**src/hw/rtl/multi_task_window_watchdog_defines.svh**
```systemverilog
// ----------------------------------------------------------------------------
// Watchdog assertion macros
// Shared concurrent assertion forms for the windowed task watchdog.
// ----------------------------------------------------------------------------
`ifndef MULTI_TASK_WINDOW_WATCHDOG_DEFINES_SVH
`define MULTI_TASK_WINDOW_WATCHDOG_DEFINES_SVH

// same-cycle implication
`define MTWW_ASSERT_NOW(label, clk, rst, ante, cons, msg) \
   label: assert property (@(posedge clk) disable iff (rst) (ante) |-> (cons)) \
      else $error(msg);

// next-cycle implication
`define MTWW_ASSERT_NEXT(label, clk, rst, ante, cons, msg) \
   label: assert property (@(posedge clk) disable iff (rst) (ante) |=> (cons)) \
      else $error(msg);

`endif

```
**src/hw/rtl/mtww_pkg.sv**
```systemverilog
// ----------------------------------------------------------------------------
// Watchdog package
// Types, constants and helpers of the windowed task watchdog.
// ----------------------------------------------------------------------------
`default_nettype none

package mtww_pkg;

   localparam int unsigned NumTasks = 3;
   localparam int unsigned CntWidth = 10;
   localparam int unsigned IdWidth  = 3;
   localparam int unsigned IdxWidth = 3;

   localparam logic [CntWidth-1:0] CntMax = '1;

   localparam logic [CntWidth-1:0] RstTask0Lower = 10'd0;
   localparam logic [CntWidth-1:0] RstTask0Upper = 10'd0;
   localparam logic [CntWidth-1:0] RstTask1Lower = 10'd1;
   localparam logic [CntWidth-1:0] RstTask1Upper = 10'd12;
   localparam logic [CntWidth-1:0] RstTask2Lower = 10'd0;
   localparam logic [CntWidth-1:0] RstTask2Upper = 10'd0;
   localparam logic [CntWidth-1:0] RstKickLimit  = 10'd300;

   typedef enum logic {
      CMD_KICK = 1'b0,
      CMD_TICK = 1'b1
   } command_type;

   typedef enum logic [1:0] {
      CAUSE_NONE     = 2'd0,
      CAUSE_OVERFLOW = 2'd1,
      CAUSE_BOUNDS   = 2'd2
   } cause_type;

   typedef enum logic [IdxWidth-1:0] {
      REG_TASK0_LOWER = 3'd0,
      REG_TASK0_UPPER = 3'd1,
      REG_TASK1_LOWER = 3'd2,
      REG_TASK1_UPPER = 3'd3,
      REG_TASK2_LOWER = 3'd4,
      REG_TASK2_UPPER = 3'd5,
      REG_KICK_LIMIT  = 3'd6
   } csr_index_type;

   typedef logic [CntWidth-1:0] count_type;

   typedef struct packed {
      logic                  reset_request;
      cause_type             cause;
      logic [NumTasks-1:0]   fail_mask;
   } result_type;

   function automatic count_type sat_inc(input count_type v);
      return (v == CntMax) ? v : v + count_type'(1);
   endfunction

endpackage

`default_nettype wire

```
**src/hw/rtl/mtww_if.sv**
```systemverilog
// ----------------------------------------------------------------------------
// Watchdog channel interfaces
// Valid/ready channels for watchdog commands and results.
// ----------------------------------------------------------------------------
`default_nettype none

interface mtww_req_if;
   logic       valid;
   logic       ready;
   logic       command;
   logic [2:0] task_id;

   modport source (output valid, output command, output task_id, input ready);
   modport sink   (input valid, input command, input task_id, output ready);
endinterface

interface mtww_rsp_if;
   logic       valid;
   logic       ready;
   logic       reset_request;
   logic [1:0] cause;
   logic [2:0] fail_mask;

   modport source (output valid, output reset_request, output cause, output fail_mask,
                   input ready);
   modport sink   (input valid, input reset_request, input cause, input fail_mask,
                   output ready);
endinterface

`default_nettype wire

```
**src/hw/rtl/multi_task_window_watchdog.sv**
```systemverilog
// A command's result goes to the result register, or to the skid entry when rsp_chan stalls.
// Throughput: one command per cycle while the skid entry is empty; counter updates and compares are combinational.
// A two-entry output stage (result register plus skid) keeps req_chan ready
// for one more transfer while a result waits on rsp_chan.
// Reset (synchronous, active high) clears all counters, empties the output
// stage and loads the bound and limit registers with their defaults.
// ----------------------------------------------------------------------------
// Windowed task watchdog
// Counts kicks from three tasks per period and checks them against windows
// at each period tick; raises a reset request on overflow or window miss.
// ----------------------------------------------------------------------------
`default_nettype none

`include "multi_task_window_watchdog_defines.svh"

module multi_task_window_watchdog (
   input  wire logic                              clock,
   input  wire logic                              reset,
   mtww_req_if.sink                               req_chan,
   mtww_rsp_if.source                             rsp_chan,
   input  wire logic                              csr_we,
   input  wire logic [mtww_pkg::IdxWidth-1:0]     csr_index,
   input  wire logic [mtww_pkg::CntWidth-1:0]     csr_wdata
);

   mtww_pkg::count_type  lower_ff [mtww_pkg::NumTasks];
   mtww_pkg::count_type  upper_ff [mtww_pkg::NumTasks];
   mtww_pkg::count_type  limit_ff;

   mtww_pkg::count_type  cnt_ff  [mtww_pkg::NumTasks];
   mtww_pkg::count_type  cnt_in  [mtww_pkg::NumTasks];
   mtww_pkg::count_type  pending_ff;
   mtww_pkg::count_type  pending_in;

   mtww_pkg::result_type out_ff;
   mtww_pkg::result_type out_in;
   logic                 out_valid_ff;
   logic                 out_valid_in;
   mtww_pkg::result_type skid_ff;
   mtww_pkg::result_type skid_in;
   logic                 skid_valid_ff;
   logic                 skid_valid_in;

   mtww_pkg::result_type result;
   logic                 req_xfer;
   logic                 out_free;
   logic                 overflow;

   // configuration registers
   always_ff @(posedge clock) begin
      if (reset) begin
         lower_ff[0] <= mtww_pkg::RstTask0Lower;
         upper_ff[0] <= mtww_pkg::RstTask0Upper;
         lower_ff[1] <= mtww_pkg::RstTask1Lower;
         upper_ff[1] <= mtww_pkg::RstTask1Upper;
         lower_ff[2] <= mtww_pkg::RstTask2Lower;
         upper_ff[2] <= mtww_pkg::RstTask2Upper;
         limit_ff    <= mtww_pkg::RstKickLimit;
      end else if (csr_we) begin
         case (csr_index)
            mtww_pkg::REG_TASK0_LOWER: lower_ff[0] <= csr_wdata;
            mtww_pkg::REG_TASK0_UPPER: upper_ff[0] <= csr_wdata;
            mtww_pkg::REG_TASK1_LOWER: lower_ff[1] <= csr_wdata;
            mtww_pkg::REG_TASK1_UPPER: upper_ff[1] <= csr_wdata;
            mtww_pkg::REG_TASK2_LOWER: lower_ff[2] <= csr_wdata;
            mtww_pkg::REG_TASK2_UPPER: upper_ff[2] <= csr_wdata;
            mtww_pkg::REG_KICK_LIMIT:  limit_ff    <= csr_wdata;
            default: ;
         endcase
      end
   end

   assign req_chan.ready = !skid_valid_ff;
   assign req_xfer       = req_chan.valid && !skid_valid_ff;
   assign out_free       = !out_valid_ff || rsp_chan.ready;
   assign overflow       = pending_ff >= limit_ff;

   // counter update and result
   always_comb begin
      result     = '{reset_request: 1'b0, cause: mtww_pkg::CAUSE_NONE, fail_mask: '0};
      pending_in = pending_ff;
      for (int t = 0; t < mtww_pkg::NumTasks; t++) begin
         cnt_in[t] = cnt_ff[t];
      end
      if (req_xfer) begin
         if (req_chan.command == mtww_pkg::CMD_KICK) begin
            if (overflow) begin
               result.reset_request = 1'b1;
               result.cause         = mtww_pkg::CAUSE_OVERFLOW;
               pending_in           = '0;
               for (int t = 0; t < mtww_pkg::NumTasks; t++) begin
                  cnt_in[t] = '0;
               end
            end else begin
               pending_in = mtww_pkg::sat_inc(pending_ff);
               for (int t = 0; t < mtww_pkg::NumTasks; t++) begin
                  if (req_chan.task_id == mtww_pkg::IdWidth'(t)) begin
                     cnt_in[t] = mtww_pkg::sat_inc(cnt_ff[t]);
                  end
               end
            end
         end else begin
            for (int t = 0; t < mtww_pkg::NumTasks; t++) begin
               result.fail_mask[t] = (cnt_ff[t] < lower_ff[t]) || (cnt_ff[t] > upper_ff[t]);
               cnt_in[t]           = '0;
            end
            pending_in = '0;
            if (result.fail_mask != '0) begin
               result.reset_request = 1'b1;
               result.cause         = mtww_pkg::CAUSE_BOUNDS;
            end
         end
      end
   end

   // result register with skid entry
   always_comb begin
      out_in        = out_ff;
      out_valid_in  = out_valid_ff;
      skid_in       = skid_ff;
      skid_valid_in = skid_valid_ff;
      if (out_free) begin
         if (skid_valid_ff) begin
            out_in        = skid_ff;
            out_valid_in  = 1'b1;
            skid_valid_in = 1'b0;
         end else begin
            out_in       = result;
            out_valid_in = req_xfer;
         end
      end else if (req_xfer) begin
         skid_in       = result;
         skid_valid_in = 1'b1;
      end
   end

   always_ff @(posedge clock) begin
      if (reset) begin
         pending_ff    <= '0;
         out_valid_ff  <= 1'b0;
         skid_valid_ff <= 1'b0;
         for (int t = 0; t < mtww_pkg::NumTasks; t++) begin
            cnt_ff[t] <= '0;
         end
      end else begin
         pending_ff    <= pending_in;
         out_valid_ff  <= out_valid_in;
         skid_valid_ff <= skid_valid_in;
         for (int t = 0; t < mtww_pkg::NumTasks; t++) begin
            cnt_ff[t] <= cnt_in[t];
         end
      end
   end

   always_ff @(posedge clock) begin
      out_ff  <= out_in;
      skid_ff <= skid_in;
   end

   assign rsp_chan.valid         = out_valid_ff;
   assign rsp_chan.reset_request = out_ff.reset_request;
   assign rsp_chan.cause         = out_ff.cause;
   assign rsp_chan.fail_mask     = out_ff.fail_mask;

   `MTWW_ASSERT_NOW(a_skid_behind_out, clock, reset, skid_valid_ff, out_valid_ff,
      "skid entry held while result register empty")

   `MTWW_ASSERT_NEXT(a_tick_clears, clock, reset,
      req_xfer && req_chan.command == mtww_pkg::CMD_TICK,
      pending_ff == '0 && cnt_ff[0] == '0 && cnt_ff[1] == '0 && cnt_ff[2] == '0,
      "counters not cleared after tick")

   `MTWW_ASSERT_NEXT(a_overflow_clears, clock, reset,
      req_xfer && req_chan.command == mtww_pkg::CMD_KICK && overflow,
      pending_ff == '0 && cnt_ff[0] == '0 && cnt_ff[1] == '0 && cnt_ff[2] == '0,
      "counters not cleared after overflow")

   `MTWW_ASSERT_NOW(a_quiet_result, clock, reset,
      out_valid_ff && out_ff.cause == mtww_pkg::CAUSE_NONE,
      !out_ff.reset_request && out_ff.fail_mask == '0,
      "result without cause carries a request or failure")

   `MTWW_ASSERT_NEXT(a_full_stage_stalls, clock, reset,
      skid_valid_ff && !rsp_chan.ready,
      skid_valid_ff && $stable(skid_ff),
      "skid entry lost while output stalled")

endmodule

`default_nettype wire
```
**src/flat_wrapper.sv**
```systemverilog
// flat-port wrapper written by rule: the top's interface ports become plain ports
module multi_task_window_watchdog_flat 
  (clock, reset, csr_we, csr_index, csr_wdata, req_chan_valid, req_chan_command, req_chan_task_id, req_chan_ready, rsp_chan_valid, rsp_chan_reset_request, rsp_chan_cause, rsp_chan_fail_mask, rsp_chan_ready);
  mtww_req_if req_chan_i ();
  mtww_rsp_if rsp_chan_i ();
  input  wire logic clock;
  input  wire logic reset;
  input  wire logic csr_we;
  input  wire logic [mtww_pkg::IdxWidth-1:0] csr_index;
  input  wire logic [mtww_pkg::CntWidth-1:0] csr_wdata;
  input wire logic [$bits(req_chan_i.valid)-1:0] req_chan_valid;
  input wire logic [$bits(req_chan_i.command)-1:0] req_chan_command;
  input wire logic [$bits(req_chan_i.task_id)-1:0] req_chan_task_id;
  output wire logic [$bits(req_chan_i.ready)-1:0] req_chan_ready;
  output wire logic [$bits(rsp_chan_i.valid)-1:0] rsp_chan_valid;
  output wire logic [$bits(rsp_chan_i.reset_request)-1:0] rsp_chan_reset_request;
  output wire logic [$bits(rsp_chan_i.cause)-1:0] rsp_chan_cause;
  output wire logic [$bits(rsp_chan_i.fail_mask)-1:0] rsp_chan_fail_mask;
  input wire logic [$bits(rsp_chan_i.ready)-1:0] rsp_chan_ready;
  assign req_chan_i.valid = req_chan_valid;
  assign req_chan_i.command = req_chan_command;
  assign req_chan_i.task_id = req_chan_task_id;
  assign req_chan_ready = req_chan_i.ready;
  assign rsp_chan_valid = rsp_chan_i.valid;
  assign rsp_chan_reset_request = rsp_chan_i.reset_request;
  assign rsp_chan_cause = rsp_chan_i.cause;
  assign rsp_chan_fail_mask = rsp_chan_i.fail_mask;
  assign rsp_chan_i.ready = rsp_chan_ready;
  multi_task_window_watchdog u_core (.clock(clock), .reset(reset), .req_chan(req_chan_i), .rsp_chan(rsp_chan_i), .csr_we(csr_we), .csr_index(csr_index), .csr_wdata(csr_wdata));
endmodule
```
**config.mk**
```make
export PLATFORM = sky130hd
export DESIGN_NAME = multi_task_window_watchdog_flat
export DESIGN_NICKNAME = d
export VERILOG_FILES = /design/src/hw/rtl/mtww_pkg.sv /design/src/hw/rtl/mtww_if.sv /design/src/hw/rtl/multi_task_window_watchdog.sv /design/src/flat_wrapper.sv
export VERILOG_INCLUDE_DIRS = /design/src /design/src/hw/rtl
export SDC_FILE = /design/constraint.sdc
export NUM_CORES = 1
export LEC_CHECK = 0
export ABC_AREA = 1
export BUFFER_PORTS_ARGS = -buffer_cell sky130_fd_sc_hd__buf_2
export CAP_MARGIN = 0
export CORE_MARGIN = 8
export CORE_UTILIZATION = 55
export CTS_BUF_LIST = sky130_fd_sc_hd__clkbuf_4 sky130_fd_sc_hd__clkbuf_8
export DETAILED_ROUTE_END_ITERATION = 6
export PLACE_DENSITY_LB_ADDON = 0.25
export SLEW_MARGIN = 20
export SYNTH_ARGS = -nofsm -noshare
export SYNTH_HDL_FRONTEND = slang
export SYNTH_SLANG_ARGS = --single-unit
```
**constraint.sdc**
```tcl
create_clock -name clock -period 3.8 [get_ports clock]
set_input_delay 0.19 -clock clock [delete_from_list [all_inputs] [get_ports clock]]
set_output_delay 0.19 -clock clock [all_outputs]
set_load 0.02 [all_outputs]
```
==> reports/summary.log <==
INFO  synthesis      synth_fa_ha_area_share=12.0%
INFO  timing         min_period=2.49ns
INFO  synthesis      yosys.area_share.simple=26.1%
INFO  power          power_per_cell_area=364nW/um^2
INFO  cells_and_area final_net_count=1081
INFO  critical_path  timing.reg2reg.setup_slack=1.31ns
INFO  detailed_routing routed-via-count=5914
INFO  placement      post-place-cells=1144
INFO  placement      port-buffer-count=29
INFO  timing         tns=0ns
INFO  detailed_routing drc=0
INFO  power          standby_leakage_power=3.83nW
INFO  clock_tree     numCtsBuffers=17
INFO  floorplanning  die_height=132microns
INFO  power          vdd_ir_drop_max=0.266mV
INFO  critical_path  crit-reg2reg-capture=u_core.cnt_ff[0][10]
INFO  synthesis      synth_warnings=0
INFO  synthesis      synth_top_family_by_area=simple AND/OR/NAND/NOR gates
INFO  clock_tree     cts_clk_pin_slew_worst_paths=0.07ns
INFO  critical_path  reg2regPathDepth=10
INFO  timing         timing.clock.skew=0.0104ns
INFO  synthesis      synth_edf_count=72
INFO  worst_hold_path hold_class=in -> reg
INFO  detailed_routing routed_wire_length_per_instance=13.8microns
INFO  critical_path  endpoint=u_core.cnt_ff[0][10]
INFO  detailed_routing drt_pass1_iterations=5
INFO  cells_and_area antenna_cells=0
INFO  floorplanning  number_of_placement_rows=42
INFO  outcome        status=finished clean
INFO  synthesis      synth_area_per_cell=7.75squm
INFO  grt            grtUsageMet3=4.42%
INFO  synthesis      asyncSetResetFlopFracSynth=0%
INFO  synthesis      synth_compound_gate_area_share=6.58%
INFO  floorplanning  fp.dieW=132microns
INFO  critical_path  timing.critical_path.to_type=flop
INFO  grt            globalRouteMet2Util=30.7%
INFO  clock_tree     htree_num_levels=4
INFO  detailed_routing route.detailed.vias_per_inst=5.02
INFO  cells_and_area area_growth_from_synthesis_to_layout=8.85%
INFO  synthesis      synth.net_count=1045
INFO  clock_tree     cts_root_buffer=clkbuf_8
INFO  critical_path  crit_path_max_fanout=16
INFO  synthesis      synth_cell_type_count=32
INFO  clock_tree     clock_sinks=124
INFO  floorplanning  ioPinCount=30
INFO  grt            gr-total-overflow=0
INFO  timing         rsz0062_at_grt=false
INFO  floorplanning  initial_utilization=55.9%
INFO  grt            grt_use_met1=25.6%
INFO  synthesis      postSynthRegisterBits=124
INFO  timing         relSlewSlack=46.9%
INFO  grt            grt_antenna_before_repair=0
INFO  timing         final_hold_slack=0.0449ns
INFO  timing         final-hold-violation-count=0
INFO  timing         tcrit_tclk_final=65.4%
INFO  clock_tree     worstSkewPairLatency=0.45ns
INFO  synthesis      yosys.area_share.xor_xnor=0.831%
INFO  timing         worstMarginPinSlew=0.790ns
INFO  synthesis      yosys_most_used_dff=edfxtp_1
INFO  timing         max_clock_freq=0.402GHz
INFO  critical_path  r2r_start=u_core.pending_ff[0]
INFO  placement      place.detailed.hpwl=12300microns
INFO  flow_run       max_capacitance_violation_count=0
INFO  detailed_routing drt_wl_total=16200microns
INFO  grt            grt_most_used_layer=met2
INFO  cells_and_area share_of_final_layout_standard_cells_stronger_than_drive_strength_1=7.89%
INFO  synthesis      postSynthCellCount=952
INFO  grt            largest_net_degree_at_the_start_of_global_routing=37
INFO  grt            wire_length_of_the_first_global_routing_pass=27100microns
INFO  clock_tree     ctsResizeCount=0
INFO  detailed_routing drtAntennaViolNets=0
INFO  grt            vias_in_the_first_global_route=5636
INFO  synthesis      post_synth_instance_area=7380squm
INFO  cells_and_area post_layout_nonfiller_instances=1177
INFO  clock_tree     max-clock-path-buffers=2
INFO  critical_path  critPathArrivalTime=2.87ns
INFO  critical_path  category_of_the_worst_setup_path_launch_point=flop
INFO  placement      finalWeightedCongestion=0.833
INFO  floorplanning  design.die.area=17400squm
INFO  critical_path  worstSetupStartpoint=u_core.pending_ff[0]
INFO  grt            globalRouteTotalUtil=19.4%
INFO  critical_path  timing_worst_setup_path_type=reg -> reg
INFO  synthesis      yosys-mux-area-fraction=0%
INFO  clock_tree     cts_tree=done
INFO  synthesis      synth_seq_area_share=43.4%
INFO  timing         finalSetupViolCount=0
INFO  floorplanning  area_of_the_core=13200squm
INFO  critical_path  required=4.19ns
INFO  detailed_routing drt_iter0_markers=459
INFO  timing         final_max_slew_viol_count=0
[cell type report]
type	count	area [sq um]
Sequential cell	124	3200
Timing Repair Buffer	40	230
Clock buffer	17	234
Tap cell	176	220
Fill cell	1213	5160
Multi-Input combinational cell	626	3360
Clock inverter	15	108
Inverter	179	672
[sequential cells by signal, indices dropped and copies added, names as in the netlist]
signal / flops
u_core.rsp_chan.reset_request: 1
u_core.skid_valid_ff: 1
u_core.upper_ff: 30
u_core.rsp_chan.valid: 1
u_core.rsp_chan.cause: 2
u_core.limit_ff: 10
u_core.lower_ff: 30
u_core.skid_ff: 6
u_core.cnt_ff: 30
u_core.rsp_chan.fail_mask: 3
u_core.pending_ff: 10
[worst min path at each step]
stage                     depth (start not counted)  slack (ns)               start                    end
final                                             3        0.04      req_chan_valid  u_core.rsp_chan.valid
after detailed placement                          2        0.46  u_core.limit_ff[7]     u_core.limit_ff[7]
after CTS                                         3        0.02      req_chan_valid  u_core.rsp_chan.valid
after global routing                              3        0.03      req_chan_valid  u_core.rsp_chan.valid
after floorplan                                   1        0.26               reset   u_core.cnt_ff[0][15]
after global placement                            2        0.45  u_core.limit_ff[7]     u_core.limit_ff[7]
[per-stage QoR]
stage / power, mW / area [sq um] / util (%) / setup WS [ns]
after global routing: 3.05 / 8030 / 60.9 / 1.06
after global placement: 1.91 / 7680 / 58.2 / 1.43
after CTS: 2.94 / 8030 / 60.9 / 1.33
final: 2.92 / 8030 / 60.9 / 1.31
after detailed placement: 1.92 / 7680 / 58.2 / 1.35
after floorplan: 1.82 / 7380 / - / 1.99
[logic make-up (layout without fill, tap and decap cells)]
kind of cell	Yosys count	after routing
xor+xnor	7	7
compound gates	90	90
fa+ha+maj	71	71
simple gates	458	458
flops	124	124
buf+inv	202	251
[power breakdown]
group / leakage [nW] / internal [mW] / switching, mW
registers: 1.12 / 1.50 / 0.0405
logic: 2.54 / 0.119 / 0.234
clock network: 0.165 / 0.498 / 0.535
[layout by cell type, fill, tap and decap left out, types with 6 or more instances in the layout]
cell type	n
nor3_1	11
o21ai_0	28
a21oi_1	45
buf_4	10
nand2_1	237
clkinv_1	7
buf_2	29
ha_1	71
nand4_1	13
clkbuf_8	17
dfxtp_1	52
inv_1	176
nand3_2	6
edfxtp_1	72
nor2_1	124
nand3_1	58
[Yosys cell counts (2+ instances only)]
master / number / area share, %
clkbuf_1: 8 / 0.41
nand4_1: 13 / 1.1
o21ai_0: 28 / 1.9
xnor2_1: 3 / 0.36
inv_1: 176 / 9.0
buf_6: 4 / 0.61
o21ai_1: 3 / 0.20
o21bai_1: 2 / 0.20
nand3_4: 2 / 0.47
clkinv_1: 2 / 0.10
nand3_1: 58 / 3.9
nand3_2: 6 / 0.81
nand3b_1: 3 / 0.31
nor3_1: 11 / 0.75
buf_4: 4 / 0.41
xor2_1: 4 / 0.47
o211ai_1: 4 / 0.41
edfxtp_1: 72 / 29
dfxtp_1: 52 / 14
o21a_1: 3 / 0.31
a21o_1: 4 / 0.41
nor2_1: 124 / 6.3
ha_1: 71 / 12
nand2_1: 237 / 12
buf_2: 6 / 0.41
nor2_2: 2 / 0.17
a21oi_1: 45 / 3.1
[worst max-delay path: stages, from the launching register on]
cell	delay [ns]
dfxtp_1	0.37
inv_1	0.08
ha_1	0.29
o21ai_1	0.20
a21oi_1	0.11
nor2_2	0.12
buf_4	0.23
nand3_1	0.45
nand2_1	0.32
o21ai_0	0.12
nor2_1	0.12
[layer usage]
layer | wire length, microns | vias to the layer above
met5 | 0 | -
met4 | 284 | 0
met3 | 972 | 22
met2 | 7140 | 140
met1 | 7790 | 2652
li1 | - | 3100
[what timing repair did]
action | 4_1_cts | 5_1_grt
hold buffers | 1 | 0
setup buffers | 0 | 0
setup endpoints to repair | 0 | 0
endpoints found under the hold margin | 5 | 0
Power figures use the tool's default switching activity.
